===== src/hdl/fascp_pkg.sv =====
`timescale 1ns / 1ps
// ----------------------------------------------------------------------------
// fascp_pkg: shared types and constants
// Byte codes, frame layout, command codes and queue sizing for the framed
// ASCII speed command parser.
// ----------------------------------------------------------------------------
package fascp_pkg;

  localparam int unsigned BUFFER_LENGTH_DEFAULT = 100;
  localparam int unsigned KEPT_BYTES            = 9;
  localparam int unsigned POS_W                 = 7;
  localparam int unsigned FRAME_QUEUE_DEPTH     = 2;

  localparam logic [7:0] START_MARK      = 8'h3C;  // '<'
  localparam logic [7:0] END_MARK        = 8'h3E;  // '>'
  localparam logic [7:0] LETTER_POSITIVE = 8'h41;  // 'A'
  localparam logic [7:0] LETTER_MOVE     = 8'h4D;  // 'M'
  localparam logic [7:0] LETTER_SPIN     = 8'h56;  // 'V'
  localparam logic [7:0] DIGIT_ZERO      = 8'h30;  // '0'

  typedef logic [KEPT_BYTES-1:0][7:0] frame_t;

  typedef enum logic [1:0] {
    CMD_UNKNOWN = 2'd0,
    CMD_MOVE    = 2'd1,
    CMD_SPIN    = 2'd2
  } cmd_t;

  typedef struct packed {
    logic full;
    logic empty;
  } queue_status_t;

endpackage


===== src/hdl/fascp_front.sv =====
`timescale 1ns / 1ps
// ----------------------------------------------------------------------------
// fascp_front: byte intake
// Track the write position, keep the first nine payload bytes and hand a
// snapshot of them to the frame queue on each end mark.
// ----------------------------------------------------------------------------
module fascp_front
  import fascp_pkg::*;
#(
  parameter int unsigned BUFFER_LENGTH = BUFFER_LENGTH_DEFAULT
) (
  input  logic       clk,
  input  logic       rst,
  input  logic       accept,
  input  logic [7:0] rx_byte,
  output logic       frame_push,
  output frame_t     frame
);

  localparam logic [POS_W:0] LastPos = (POS_W + 1)'(BUFFER_LENGTH - 1);

  frame_t            field_bytes;
  logic [POS_W-1:0]  write_position;

  assign frame      = field_bytes;
  assign frame_push = accept && (rx_byte == END_MARK);

  always_ff @(posedge clk) begin
    if (rst) begin
      field_bytes    <= '0;
      write_position <= '0;
    end else if (accept) begin
      if (rx_byte == START_MARK) begin
        write_position <= '0;
      end else if (rx_byte != END_MARK) begin
        // drop bytes past the kept window, but still advance
        if (write_position < POS_W'(KEPT_BYTES)) begin
          field_bytes[write_position[3:0]] <= rx_byte;
        end
        if ({1'b0, write_position} == LastPos) begin
          write_position <= '0;
        end else begin
          write_position <= write_position + 1'b1;
        end
      end
    end
  end

endmodule


===== src/hdl/fascp_queue.sv =====
`timescale 1ns / 1ps
// ----------------------------------------------------------------------------
// fascp_queue: frame queue
// Short first-in first-out store of frame snapshots between front and back.
// ----------------------------------------------------------------------------
module fascp_queue
  import fascp_pkg::*;
(
  input  logic          clk,
  input  logic          rst,
  input  logic          wr_en,
  input  frame_t        wr_data,
  input  logic          rd_en,
  output frame_t        rd_data,
  output queue_status_t status
);

  localparam int unsigned PtrW = (FRAME_QUEUE_DEPTH > 1) ? $clog2(FRAME_QUEUE_DEPTH) : 1;
  localparam int unsigned CntW = $clog2(FRAME_QUEUE_DEPTH + 1);
  localparam logic [PtrW-1:0] LastPtr = PtrW'(FRAME_QUEUE_DEPTH - 1);
  localparam logic [CntW-1:0] FullCnt = CntW'(FRAME_QUEUE_DEPTH);

  frame_t          entries [FRAME_QUEUE_DEPTH];
  logic [PtrW-1:0] wr_ptr;
  logic [PtrW-1:0] rd_ptr;
  logic [CntW-1:0] count;
  logic            do_wr;
  logic            do_rd;

  assign status.full  = (count == FullCnt);
  assign status.empty = (count == '0);
  assign do_wr        = wr_en && !status.full;
  assign do_rd        = rd_en && !status.empty;
  assign rd_data      = entries[rd_ptr];

  always_ff @(posedge clk) begin
    if (do_wr) begin
      entries[wr_ptr] <= wr_data;
    end
  end

  always_ff @(posedge clk) begin
    if (rst) begin
      wr_ptr <= '0;
      rd_ptr <= '0;
      count  <= '0;
    end else begin
      if (do_wr) begin
        wr_ptr <= (wr_ptr == LastPtr) ? '0 : wr_ptr + 1'b1;
      end
      if (do_rd) begin
        rd_ptr <= (rd_ptr == LastPtr) ? '0 : rd_ptr + 1'b1;
      end
      if (do_wr && !do_rd) begin
        count <= count + 1'b1;
      end else if (do_rd && !do_wr) begin
        count <= count - 1'b1;
      end
    end
  end

endmodule


===== src/hdl/fascp_back.sv =====
`timescale 1ns / 1ps
// ----------------------------------------------------------------------------
// fascp_back: frame decoder
// Decode the oldest queued frame into a command and two targets, and hold
// the result in the output register until it is taken.
// ----------------------------------------------------------------------------
module fascp_back
  import fascp_pkg::*;
(
  input  logic               clk,
  input  logic               rst,
  input  frame_t             frame,
  input  queue_status_t      q_status,
  output logic               q_pop,
  input  logic               pop,
  output logic               empty,
  output logic [1:0]         command,
  output logic signed [15:0] first_target,
  output logic signed [15:0] second_target
);

  // '0' weight of the three digits, taken off in one step
  localparam logic [15:0] DigitBias = 16'(int'(DIGIT_ZERO) * 111);

  function automatic logic [15:0] make_target(input logic [7:0] dir,
                                              input logic [7:0] h,
                                              input logic [7:0] t,
                                              input logic [7:0] u);
    logic [15:0] mag;
    mag = ({8'd0, h} * 16'd100) + ({8'd0, t} * 16'd10) + {8'd0, u} - DigitBias;
    if (dir != LETTER_POSITIVE) begin
      mag = 16'd0 - mag;
    end
    return mag;
  endfunction

  logic        out_valid;
  cmd_t        cmd_next;
  logic [15:0] first_next;
  logic [15:0] second_next;

  assign empty = !out_valid;
  assign q_pop = !q_status.empty && (!out_valid || pop);

  always_comb begin
    cmd_next    = CMD_UNKNOWN;
    first_next  = '0;
    second_next = '0;
    if (frame[0] == LETTER_MOVE) begin
      cmd_next    = CMD_MOVE;
      first_next  = make_target(frame[1], frame[2], frame[3], frame[4]);
      second_next = make_target(frame[5], frame[6], frame[7], frame[8]);
    end else if (frame[0] == LETTER_SPIN) begin
      cmd_next   = CMD_SPIN;
      first_next = make_target(frame[1], frame[2], frame[3], frame[4]);
    end
  end

  always_ff @(posedge clk) begin
    if (rst) begin
      out_valid <= 1'b0;
    end else if (q_pop) begin
      out_valid <= 1'b1;
    end else if (pop) begin
      out_valid <= 1'b0;
    end
  end

  always_ff @(posedge clk) begin
    if (q_pop) begin
      command       <= cmd_next;
      first_target  <= signed'(first_next);
      second_target <= signed'(second_next);
    end
  end

endmodule


===== src/hdl/framed_ascii_speed_command_parser.sv =====
`timescale 1ns / 1ps
// A '>' is written into the frame queue, then decoded into the output register, which drives empty low.
// Throughput: one byte per cycle while full is low; the front stores bytes while the back decodes.
// A two-entry frame queue lets the front keep taking bytes while a result waits.
// full rises only when that queue holds two frames not yet decoded.
// Reset (rst, synchronous) clears the nine kept bytes, the write position,
// the frame queue and the output valid flag; the output data is not reset.
// ----------------------------------------------------------------------------
// framed_ascii_speed_command_parser: top level
// Frames '<' ... '>' byte streams and decodes move and spin rate commands.
// ----------------------------------------------------------------------------
module framed_ascii_speed_command_parser
  import fascp_pkg::*;
#(
  parameter int unsigned BUFFER_LENGTH = BUFFER_LENGTH_DEFAULT
) (
  input  logic               clk,
  input  logic               rst,
  // byte intake
  input  logic               push,
  output logic               full,
  input  logic [7:0]         rx_byte,
  // decoded results
  output logic               empty,
  input  logic               pop,
  output logic [1:0]         command,
  output logic signed [15:0] first_target,
  output logic signed [15:0] second_target
);

  logic          accept;
  logic          frame_push;
  frame_t        frame_in;
  frame_t        frame_out;
  logic          q_pop;
  queue_status_t q_status;

  // Hold all bytes while the queue is full, so an end mark never gets lost.
  assign full   = q_status.full;
  assign accept = push && !full;

  // Front: track position and snapshot the kept bytes at each end mark.
  fascp_front #(
    .BUFFER_LENGTH(BUFFER_LENGTH)
  ) u_front (
    .clk       (clk),
    .rst       (rst),
    .accept    (accept),
    .rx_byte   (rx_byte),
    .frame_push(frame_push),
    .frame     (frame_in)
  );

  // Queue: decouple intake from decode.
  fascp_queue u_queue (
    .clk    (clk),
    .rst    (rst),
    .wr_en  (frame_push),
    .wr_data(frame_in),
    .rd_en  (q_pop),
    .rd_data(frame_out),
    .status (q_status)
  );

  // Back: decode the oldest frame into the output register.
  fascp_back u_back (
    .clk          (clk),
    .rst          (rst),
    .frame        (frame_out),
    .q_status     (q_status),
    .q_pop        (q_pop),
    .pop          (pop),
    .empty        (empty),
    .command      (command),
    .first_target (first_target),
    .second_target(second_target)
  );

  // An unknown letter carries no targets.
  a_unknown_zero: assert property (@(posedge clk) disable iff (rst)
    (!empty && command == CMD_UNKNOWN) |-> (first_target == 0 && second_target == 0))
    else $error("unknown command with nonzero target");

  // A spin rate command carries no second target.
  a_spin_second_zero: assert property (@(posedge clk) disable iff (rst)
    (!empty && command == CMD_SPIN) |-> (second_target == 0))
    else $error("spin command with nonzero second target");

  // An accepted end mark is held somewhere after the edge.
  a_frame_kept: assert property (@(posedge clk) disable iff (rst)
    (accept && rx_byte == END_MARK) |=> (!q_status.empty || !empty))
    else $error("end mark accepted but no frame pending");

endmodule

===== config.mk =====
export PLATFORM = sky130hd
export DESIGN_NAME = framed_ascii_speed_command_parser
export DESIGN_NICKNAME = d
export VERILOG_FILES = /design/src/hdl/fascp_pkg.sv /design/src/hdl/fascp_front.sv /design/src/hdl/fascp_queue.sv /design/src/hdl/fascp_back.sv /design/src/hdl/framed_ascii_speed_command_parser.sv
export SDC_FILE = /design/constraint.sdc
export NUM_CORES = 1
export LEC_CHECK = 0
export BUFFER_PORTS_ARGS = -buffer_cell sky130_fd_sc_hd__buf_4
export CAP_MARGIN = 20
export CORE_MARGIN = 2
export CORE_UTILIZATION = 45
export CTS_BUF_LIST = sky130_fd_sc_hd__clkbuf_8
export CTS_CLUSTER_DIAMETER = 60
export CTS_CLUSTER_SIZE = 16
export DETAILED_ROUTE_END_ITERATION = 7
export PLACE_DENSITY = 0.64
export SETUP_SLACK_MARGIN = 0.05
export SLEW_MARGIN = 20
export SYNTH_ARGS = -nofsm -noshare
export SYNTH_HDL_FRONTEND = slang
export SYNTH_SLANG_ARGS = --single-unit

===== constraint.sdc =====
create_clock -name clk -period 8 [get_ports clk]
set_clock_uncertainty 0.2 [all_clocks]
set_input_delay 0 -clock clk [delete_from_list [all_inputs] [get_ports clk]]
set_output_delay 0 -clock clk [all_outputs]
set_load 0.03 [all_outputs]

==> out/qor.yml, run 1 <==
place_ws_ns: 1.59
initial_core_util_pct: 46.0
vias: 8445
drc: 0
worst_pin_slew_ns: 1.03
ys_seq_area_share_pct: 49.8
drt_iter0_drc: 456
critPathLaunchType: "flop"
cp_cell_sequence: "mux2_2 -> ha_1 -> ha_1 -> fa_1 -> ha_1 -> a21oi_1 -> o21ai_0 -> and2_1 -> or3_1 -> nand2_1 -> ha_1 -> inv_1 -> ha_1 -> ha_1 -> and4_1 -> nand2_1 -> o2111a_1 -> a211oi_2 -> xnor2_1 -> o41ai_2 -> xor2_1 -> nor2_1"
slowest_delay_ns: 0.90
die-area_sq_mm: 0.0329
layout.cells.non_filler: 1647
syn_area_per_cell_sq_um: 11.9
die_height_microns: 181
period_needed_ns: 6.38
core_sq_mm: 0.0307
layout-drive-gt1-share_pct: 11.6
slowest_stage: "dfxtp_2"
grt_first_pass_wirelength_mm: 42.6
placed_cells: 1594
synth_cell_types: 72
clock_path_buffers: 3
path_common_cell: "ha_1"
hold_viol_final: 0
yosysMostFrequentCell: "edfxtp_1"
crit_buf_inv: 1
finalWirelength_mm: 25.8
via_per_inst: 5.13
cts_htree_levels: 1
yosys-top-cells-area: "edfxtp_1 (38%), ha_1 (13%), dfxtp_1 (12%), mux2i_1 (6.5%), nor2_1 (3.7%)"
endpoint_kind: "flop"
crit_fanout: 32
gp_congestion: 0.792
synth_nets: 1365
path_delay_family: "adder cells"
outcome: "finished clean"
hpwlAfterDp_mm: 18.0
syn_area_sq_mm: 0.0142
antenna_left: 0
tritoncts: "done"
ios: 48
grt_overflow: 0
fin_setup_tns_ns: 0
rsz0062_at_grt: "no"
drv_cap: 0
grt_pass1_vias: 8333
fin_util_pct: 50.3
max_freq_mhz: 157
antenna_found_initial: 0
setup_viol: 0
arrival_ns: 6.45
post_synth_most_frequent_cells: "edfxtp_1 (178), ha_1 (143), nor2_1 (140), inv_1 (94), mux2i_1 (92)"
ys.flop_type: "edfxtp_1"
cp_data_required_time_ns: 8.08
portBuffers: 47
path_class: "flop to flop"
cts_sinks: 263
syn_to_final_growth_pct: 9.20
nNetsFinal: 1413
wl_per_cell_microns: 15.7
cts_buffers: 23
min_path_type: "primary input to flop"
async_flop_share_pct: 0
root_buffer: "clkbuf_8"
post-synth-top-area-fraction_pct: 37.8
slew_violations: 0
fillers: 2729
maxSlewHeadroom_pct: 31.5
die-width_microns: 181
ys_ff_latch: 263
fin_ws_ns: 1.62
yosysWarnings: 0
cts.clk_slew.worst_paths_ns: 0.09
antenna_cells: 0
syn-instance-count: 1188
clock_latency_ns: 0.55
drt_first_pass_iters: 4
ctsResizeCount: 0
row_count: 64
grt_max_degree: 80
grt_use_total_pct: 16.0
timing.final.crit_share_pct: 79.7
synth_edf_count: 178
yosysTopAreaCell: "edfxtp_1"
[layout by cell type, fill, tap and decap left out, types with 4 or more instances in the layout]
cell type / instances
dfxtp_1: 84
xnor2_1: 40
o21ai_1: 4
a21o_1: 12
clkbuf_8: 25
o21ai_0: 27
fa_1: 22
ha_1: 143
a21oi_1: 42
nand2b_1: 12
and3_1: 4
edfxtp_1: 178
buf_4: 54
nor2_1: 140
nor2b_1: 11
o21bai_1: 11
xor2_1: 32
o21a_1: 4
mux2i_1: 92
inv_1: 100
and2_1: 12
nor4b_1: 6
nand2_1: 33
or3_1: 6
dlygate4sd3_1: 13
mux2_2: 30
nand3_1: 11
nand4_1: 5
nand4b_1: 4
nor3_1: 12
o31ai_1: 6
nor4_1: 4
[what timing repair did]
action | 4_1_cts | 5_1_grt
hold endpoints to repair | 85 | 0
setup buffers | 0 | 0
hold buffers | 13 | 0
[per-stage QoR]
stage,hold slack [ns],area (sq um)
2_1_floorplan,-0.00412,14200
3_3_place_gp,0.0938,14900
3_5_place_dp,0.0933,14900
4_1_cts,0.140,15500
5_1_grt,0.188,15500
6_report,0.184,15500
[worst reg2reg max path, cell delays in order, from the launching register on]
cell,delay (ns)
dfxtp_2,0.90
mux2_2,0.46
ha_1,0.31
ha_1,0.31
fa_1,0.46
ha_1,0.34
a21oi_1,0.21
o21ai_0,0.10
and2_1,0.17
or3_1,0.30
nand2_1,0.07
ha_1,0.21
inv_1,0.06
ha_1,0.22
ha_1,0.36
and4_1,0.19
nand2_1,0.06
o2111a_1,0.20
a211oi_2,0.24
xnor2_1,0.14
o41ai_2,0.35
xor2_1,0.18
nor2_1,0.05
[registers in the layout, indices dropped and copies added, names as in the netlist, named ones only]
register                count
u_back.command              2
u_back.first_target        16
u_back.out_valid            1
u_back.second_target       16
u_front.frame              72
u_front.write_position      7
u_queue.count               2
u_queue.entries           144
u_queue.rd_ptr              1
u_queue.wr_ptr              1
[layer usage]
metal	global-route usage, %	part of all wire [%]	vias up
met1	22.6	50	3985
met3	1.87	2.6	32
met4	3.77	2.2	0
met5	0	0	-
met2	26.4	45	129
li1	-	-	4299
[layout make-up]
class                           instances  area, sq um  area share (%)
Clock inverter                         15          126           0.817
Inverter                               94          353            2.28
Clock buffer                           25          344            2.23
Timing Repair Buffer                   67          536            3.46
Tap cell                              396          495            3.20
Sequential cell                       263         7050            45.6
Multi-Input combinational cell        787         6560            42.4
[worst paths after layout]
| kind | cells after the start | end | slack [ns] | from |
|---|---|---|---|---|
| worst max-delay path | 22 | u_back.first_target[15]$_DFFE_PP_ | 1.62 | flop |
| worst min-delay path | 4 | u_front.frame[48]$_SDFFE_PP0P_ | 0.18 | rx_byte[0] |
| worst max register to register | 22 | u_back.first_target[15]$_DFFE_PP_ | 1.62 | flop |
| worst min register to register | 0 | u_queue.entries[0][6]$_DFFE_PP_ | 0.26 | u_front.frame[6]$_SDFFE_PP0P_ |
[kinds of logic (layout without fill, tap and decap cells)]
logic type | count (synthesis) | in the layout | share of synthesized area [%]
compound gates | 135 | 135 | 6.47
xor+xnor | 73 | 73 | 4.57
fa+ha+maj | 165 | 165 | 15.7
buf+inv | 138 | 201 | 3.95
flops | 263 | 263 | 49.8
mux | 122 | 122 | 8.89
simple gates | 292 | 292 | 10.6
Power of run 1 is not shown: default switching activity piles up to over one toggle a cycle in this logic, so the estimate is an artifact.
==> inputs of run 2 (changes only) <==
Clock period 8 ns to 6.1 ns, I/O delays scaled along.
==> out/qor.yml, run 2 (synthesis gave the netlist of run 1 again) <==
tritoncts: "done"
path_class: "flop to flop"
place_ws_ns: 0.0566
layout.cells.non_filler: 1675
setup_viol: 0
die-width_microns: 181
slew_violations: 0
initial_core_util_pct: 46.0
crit_buf_inv: 0
met3_length_microns: 954
hpwlAfterDp_mm: 18.1
vias: 8487
portBuffers: 47
cts_sinks: 263
via_per_inst: 5.07
path_delay_family: "adder cells"
core_sq_mm: 0.0307
min_path_type: "primary input to flop"
clock_latency_ns: 0.60
mostFrequentLayoutCell: "edfxtp_1"
drt_first_pass_iters: 5
antenna_left: 0
cp_cell_sequence: "mux2_2 -> ha_1 -> ha_1 -> fa_1 -> ha_1 -> nor2b_1 -> o21ai_0 -> a21boi_0 -> nor2_1 -> ha_1 -> ha_1 -> ha_1 -> and3_1 -> o21ai_0 -> o2111a_2 -> xor2_1 -> o21ai_0 -> o41ai_2 -> xor2_1 -> nor2_1"
row_count: 64
rsz0062_at_grt: "yes"
max_freq_mhz: 172
fin_ws_ns: 0.277
final_cell_mix: "edfxtp_1 (178), nor2_1 (140), ha_1 (138), inv_1 (101), mux2i_1 (91)"
cp_data_required_time_ns: 6.18
gp_congestion: 0.799
placed_cells: 1612
regMostFlops: "u_queue.entries"
grt_overflow: 0
wl_met2_mm: 11.7
antenna_cells: 0
drv_cap: 0
maxSlewHeadroom_pct: 33.3
drt_iter0_drc: 446
grt_pass1_vias: 8484
die-area_sq_mm: 0.0329
grt_use_total_pct: 16.1
routed.top_layer: "met4"
die_height_microns: 181
ios: 48
grt_first_pass_wirelength_mm: 43.1
timing.final.crit_share_pct: 95.5
crit_fanout: 8
cts.clk_slew.worst_paths_ns: 0.09
path_common_cell: "ha_1"
cts_buffers: 24
m1WireLength_mm: 12.5
fin_setup_tns_ns: 0
syn_to_final_growth_pct: 11.7
slowest_stage: "fa_1"
slowest_delay_ns: 0.46
layout-drive-gt1-share_pct: 14.3
worst_pin_slew_ns: 1.00
period_needed_ns: 5.82
cts_htree_levels: 1
wl_per_cell_microns: 15.4
drc: 0
arrival_ns: 5.91
outcome: "finished clean"
hold_viol_final: 0
largest_reg_flops: 144
endpoint_kind: "flop"
finalWirelength_mm: 25.7
clock_path_buffers: 3
root_buffer: "clkbuf_8"
fillers: 2746
antenna_found_initial: 0
nNetsFinal: 1438
grt_max_degree: 80
critPathLaunchType: "flop"
[run 2: changes by cell type in the layout (fill, tap and decap cells not counted), moves of 2 or more]
| cell | delta |
|---|---|
| a21oi_1 | -2 |
| a21oi_2 | +2 |
| o21ai_1 | +2 |
| ha_2 | +2 |
| ha_4 | +3 |
| inv_8 | +2 |
| buf_4 | +21 |
| clkinv_4 | +2 |
| o21ai_0 | -2 |
| ha_1 | -5 |
[run 2: through the flow]
stage / instance area (sq um) / utilization (%) / hold slack, ns
4_1_cts: 15700 / 50.9 / 0.122
3_5_place_dp: 15000 / 48.8 / 0.0950
6_report: 15800 / 51.4 / 0.143
3_3_place_gp: 15000 / 48.8 / 0.0972
5_1_grt: 15800 / 51.4 / 0.143
2_1_floorplan: 14200 / - / -0.00412
[run 2: layout make-up]
type / instances / area (sq um) / area share, %
tap: 396 / 495 / 3.13
multi-input combinational: 787 / 6670 / 42.1
sequential: 263 / 7050 / 44.6
timing repair buffer: 91 / 734 / 4.64
clock buffer: 24 / 330 / 2.09
inverter: 94 / 353 / 2.23
clock inverter: 20 / 188 / 1.19
[run 2: metal layers]
metal  GRT usage [%]  vias up
met2            26.6      128
met5               0        -
met3            2.07       44
met1            22.4     3965
met4            4.23        0
li1                -     4350
[run 2: timing repair]
item	in CTS	in global routing
hold buffers	14	0
cloned	0	0
pin swaps	0	5
resized for setup	1	19
endpoints found under the setup margin	2	7
setup buffers	0	5
hold endpoints to repair	85	0
[run 2: path summary, 6_finish.rpt]
| kind | from | end | slack [ns] | depth (start not counted) |
|---|---|---|---|---|
| worst max-delay path | flop | u_back.first_target[15]$_DFFE_PP_ | 0.28 | 20 |
| worst min-delay path | rx_byte[6] | u_front.frame[54]$_SDFFE_PP0P_ | 0.14 | 4 |
| worst max register to register | flop | u_back.first_target[15]$_DFFE_PP_ | 0.28 | 20 |
| worst min register to register | u_front.frame[68]$_SDFFE_PP0P_ | u_queue.entries[1][68]$_DFFE_PP_ | 0.24 | 0 |
[run 2: tightest hold or removal path: cells and delay by family]
| kind | cells | cell delay, ns |
|---|---|---|
| AND/OR/NAND/NOR | 1 | 0.07 |
| buffers and inverters | 2 | 0.73 |
| multiplexers | 1 | 0.10 |
Power of run 2 is left out for the same reason.
==> inputs of run 3 (changes only) <==
Settings changed: RECOVER_POWER from default to 100.
==> out/qor.yml, run 3 (synthesis gave the netlist of run 1 again) <==
clock_path_buffers: 3
largest_reg_flops: 144
drc: 0
mostFrequentLayoutCell: "edfxtp_1"
grt_use_total_pct: 16.1
wl_per_cell_microns: 15.4
routed.top_layer: "met4"
fillers: 2801
tritoncts: "done"
multiInputGateArea_sq_mm: 0.00665
cts_buffers: 24
maxSlewHeadroom_pct: -148
max_freq_mhz: 171
ios: 48
cts_sinks: 263
via_per_inst: 5.08
arrival_ns: 5.91
met3_length_microns: 782
path_common_cell: "ha_1"
antenna_found_initial: 0
finalWirelength_mm: 25.8
min_path_type: "primary input to flop"
violations: "max-capacitance violations, max-slew violations"
layout-drive-gt1-share_pct: 10.6
finalInstanceArea_sq_mm: 0.0156
placed_cell_area_sq_mm: 0.0150
worst_pin_slew_ns: 3.72
grt_overflow: 0
slowest_stage: "fa_1"
gp_congestion: 0.799
slew_violations: 225
cts.clk_slew.worst_paths_ns: 0.10
path_class: "flop to flop"
crit_fanout: 9
antenna_left: 0
die-width_microns: 181
row_count: 64
antenna_cells: 0
drv_cap: 4
wl_met2_mm: 11.6
outcome: "finished, violations left"
slowest_delay_ns: 0.57
hold_viol_final: 0
setup_viol: 0
critPathLaunchType: "flop"
rsz0062_at_grt: "yes"
grt_first_pass_wirelength_mm: 43.1
hpwlAfterDp_mm: 18.1
worstHoldStart: "rx_byte[6]"
final_cell_mix: "edfxtp_1 (178), nor2_1 (140), ha_1 (138), inv_1 (101), mux2i_1 (91)"
whs_ns: 0.140
cts_htree_levels: 1
clock_latency_ns: 0.60
grt_max_degree: 80
initial_core_util_pct: 46.0
regMostFlops: "u_queue.entries"
endpoint_kind: "flop"
cp_cell_sequence: "buf_12 -> mux2_2 -> ha_1 -> ha_1 -> fa_1 -> ha_4 -> a21oi_2 -> nor2_1 -> o21a_1 -> or3_1 -> nand2_1 -> ha_1 -> inv_1 -> ha_1 -> ha_4 -> and3_1 -> o211a_1 -> or2_4 -> a2111o_1 -> a31oi_1 -> xnor2_1 -> nor2_1"
vias: 8511
portBuffers: 47
cp_data_required_time_ns: 6.17
grt_pass1_vias: 8484
drt_first_pass_iters: 4
fin_setup_tns_ns: 0
die-area_sq_mm: 0.0329
die_height_microns: 181
root_buffer: "clkbuf_8"
drt_iter0_drc: 406
syn_to_final_growth_pct: 10.5
nNetsFinal: 1438
timing.final.crit_share_pct: 95.7
core_sq_mm: 0.0307
regArea_sq_mm: 0.00705
m1WireLength_mm: 12.7
period_needed_ns: 5.84
-- run 3: cell types whose count changed in the layout (fill, tap and decap cells not counted), moves of 2 or more --
cell	before	now
clkbuf_4	0	2
mux2_1	0	3
clkbuf_1	0	41
mux2_2	29	26
buf_4	75	31
-- run 3: cell type report --
class                           count  area share [%]
Sequential cell                   263            45.1
Multi-Input combinational cell    787            42.5
Timing Repair Buffer               91            3.69
Tap cell                          396            3.17
Inverter                           94            2.25
Clock buffer                       24            2.11
Clock inverter                     20            1.20
-- run 3: final timing paths --
kind / to / cells past startpoint / slack [ns]
max: u_back.second_target[13]$_SDFFCE_PN0P_ / 22 / 0.26
min: u_front.frame[62]$_SDFFE_PP0P_ / 4 / 0.14
max reg2reg: u_back.second_target[13]$_SDFFCE_PN0P_ / 22 / 0.26
min reg2reg: u_queue.entries[1][68]$_DFFE_PP_ / 0 / 0.25
-- run 3: critical path, delay by kind of cell (launching register included) --
family / cells / cell delay, ns
DFF: 1 / 0.43
and+or+nand+nor: 6 / 0.95
AOI/OAI and AO/OA: 5 / 1.06
adders and majority gates: 7 / 2.13
xor gates and xnor gates: 1 / 0.14
buffers and inverters: 2 / 0.21
muxes: 1 / 0.39
-- run 3: timing repair --
item                                   4_1_cts  5_1_grt
gates resized for setup                      1       19
setup endpoints to repair                    2        7
buffers inserted                             0        5
pin swaps                                    0        5
endpoints found under the hold margin       85        0
hold buffers                                14        0
-- run 3: metrics by stage --
stage / worst slack [ns] / utilization [%] / cells
finish: 0.261 / 50.9 / 1675
global route: 0.00110 / 50.9 / 1675
CTS: 0.107 / 50.9 / 1670
detailed placement: 0.0566 / 48.8 / 1612
global placement: 0.124 / 48.8 / 1612
floorplan: 0.0660 / - / 1188
-- run 3: routing by layer --
metal	GRT usage [%]	vias to the layer above
met1	22.4	3991
met2	26.6	115
met5	0	-
met3	2.07	48
met4	4.23	0
li1	-	4357
Power of run 3 is left out for the same reason.
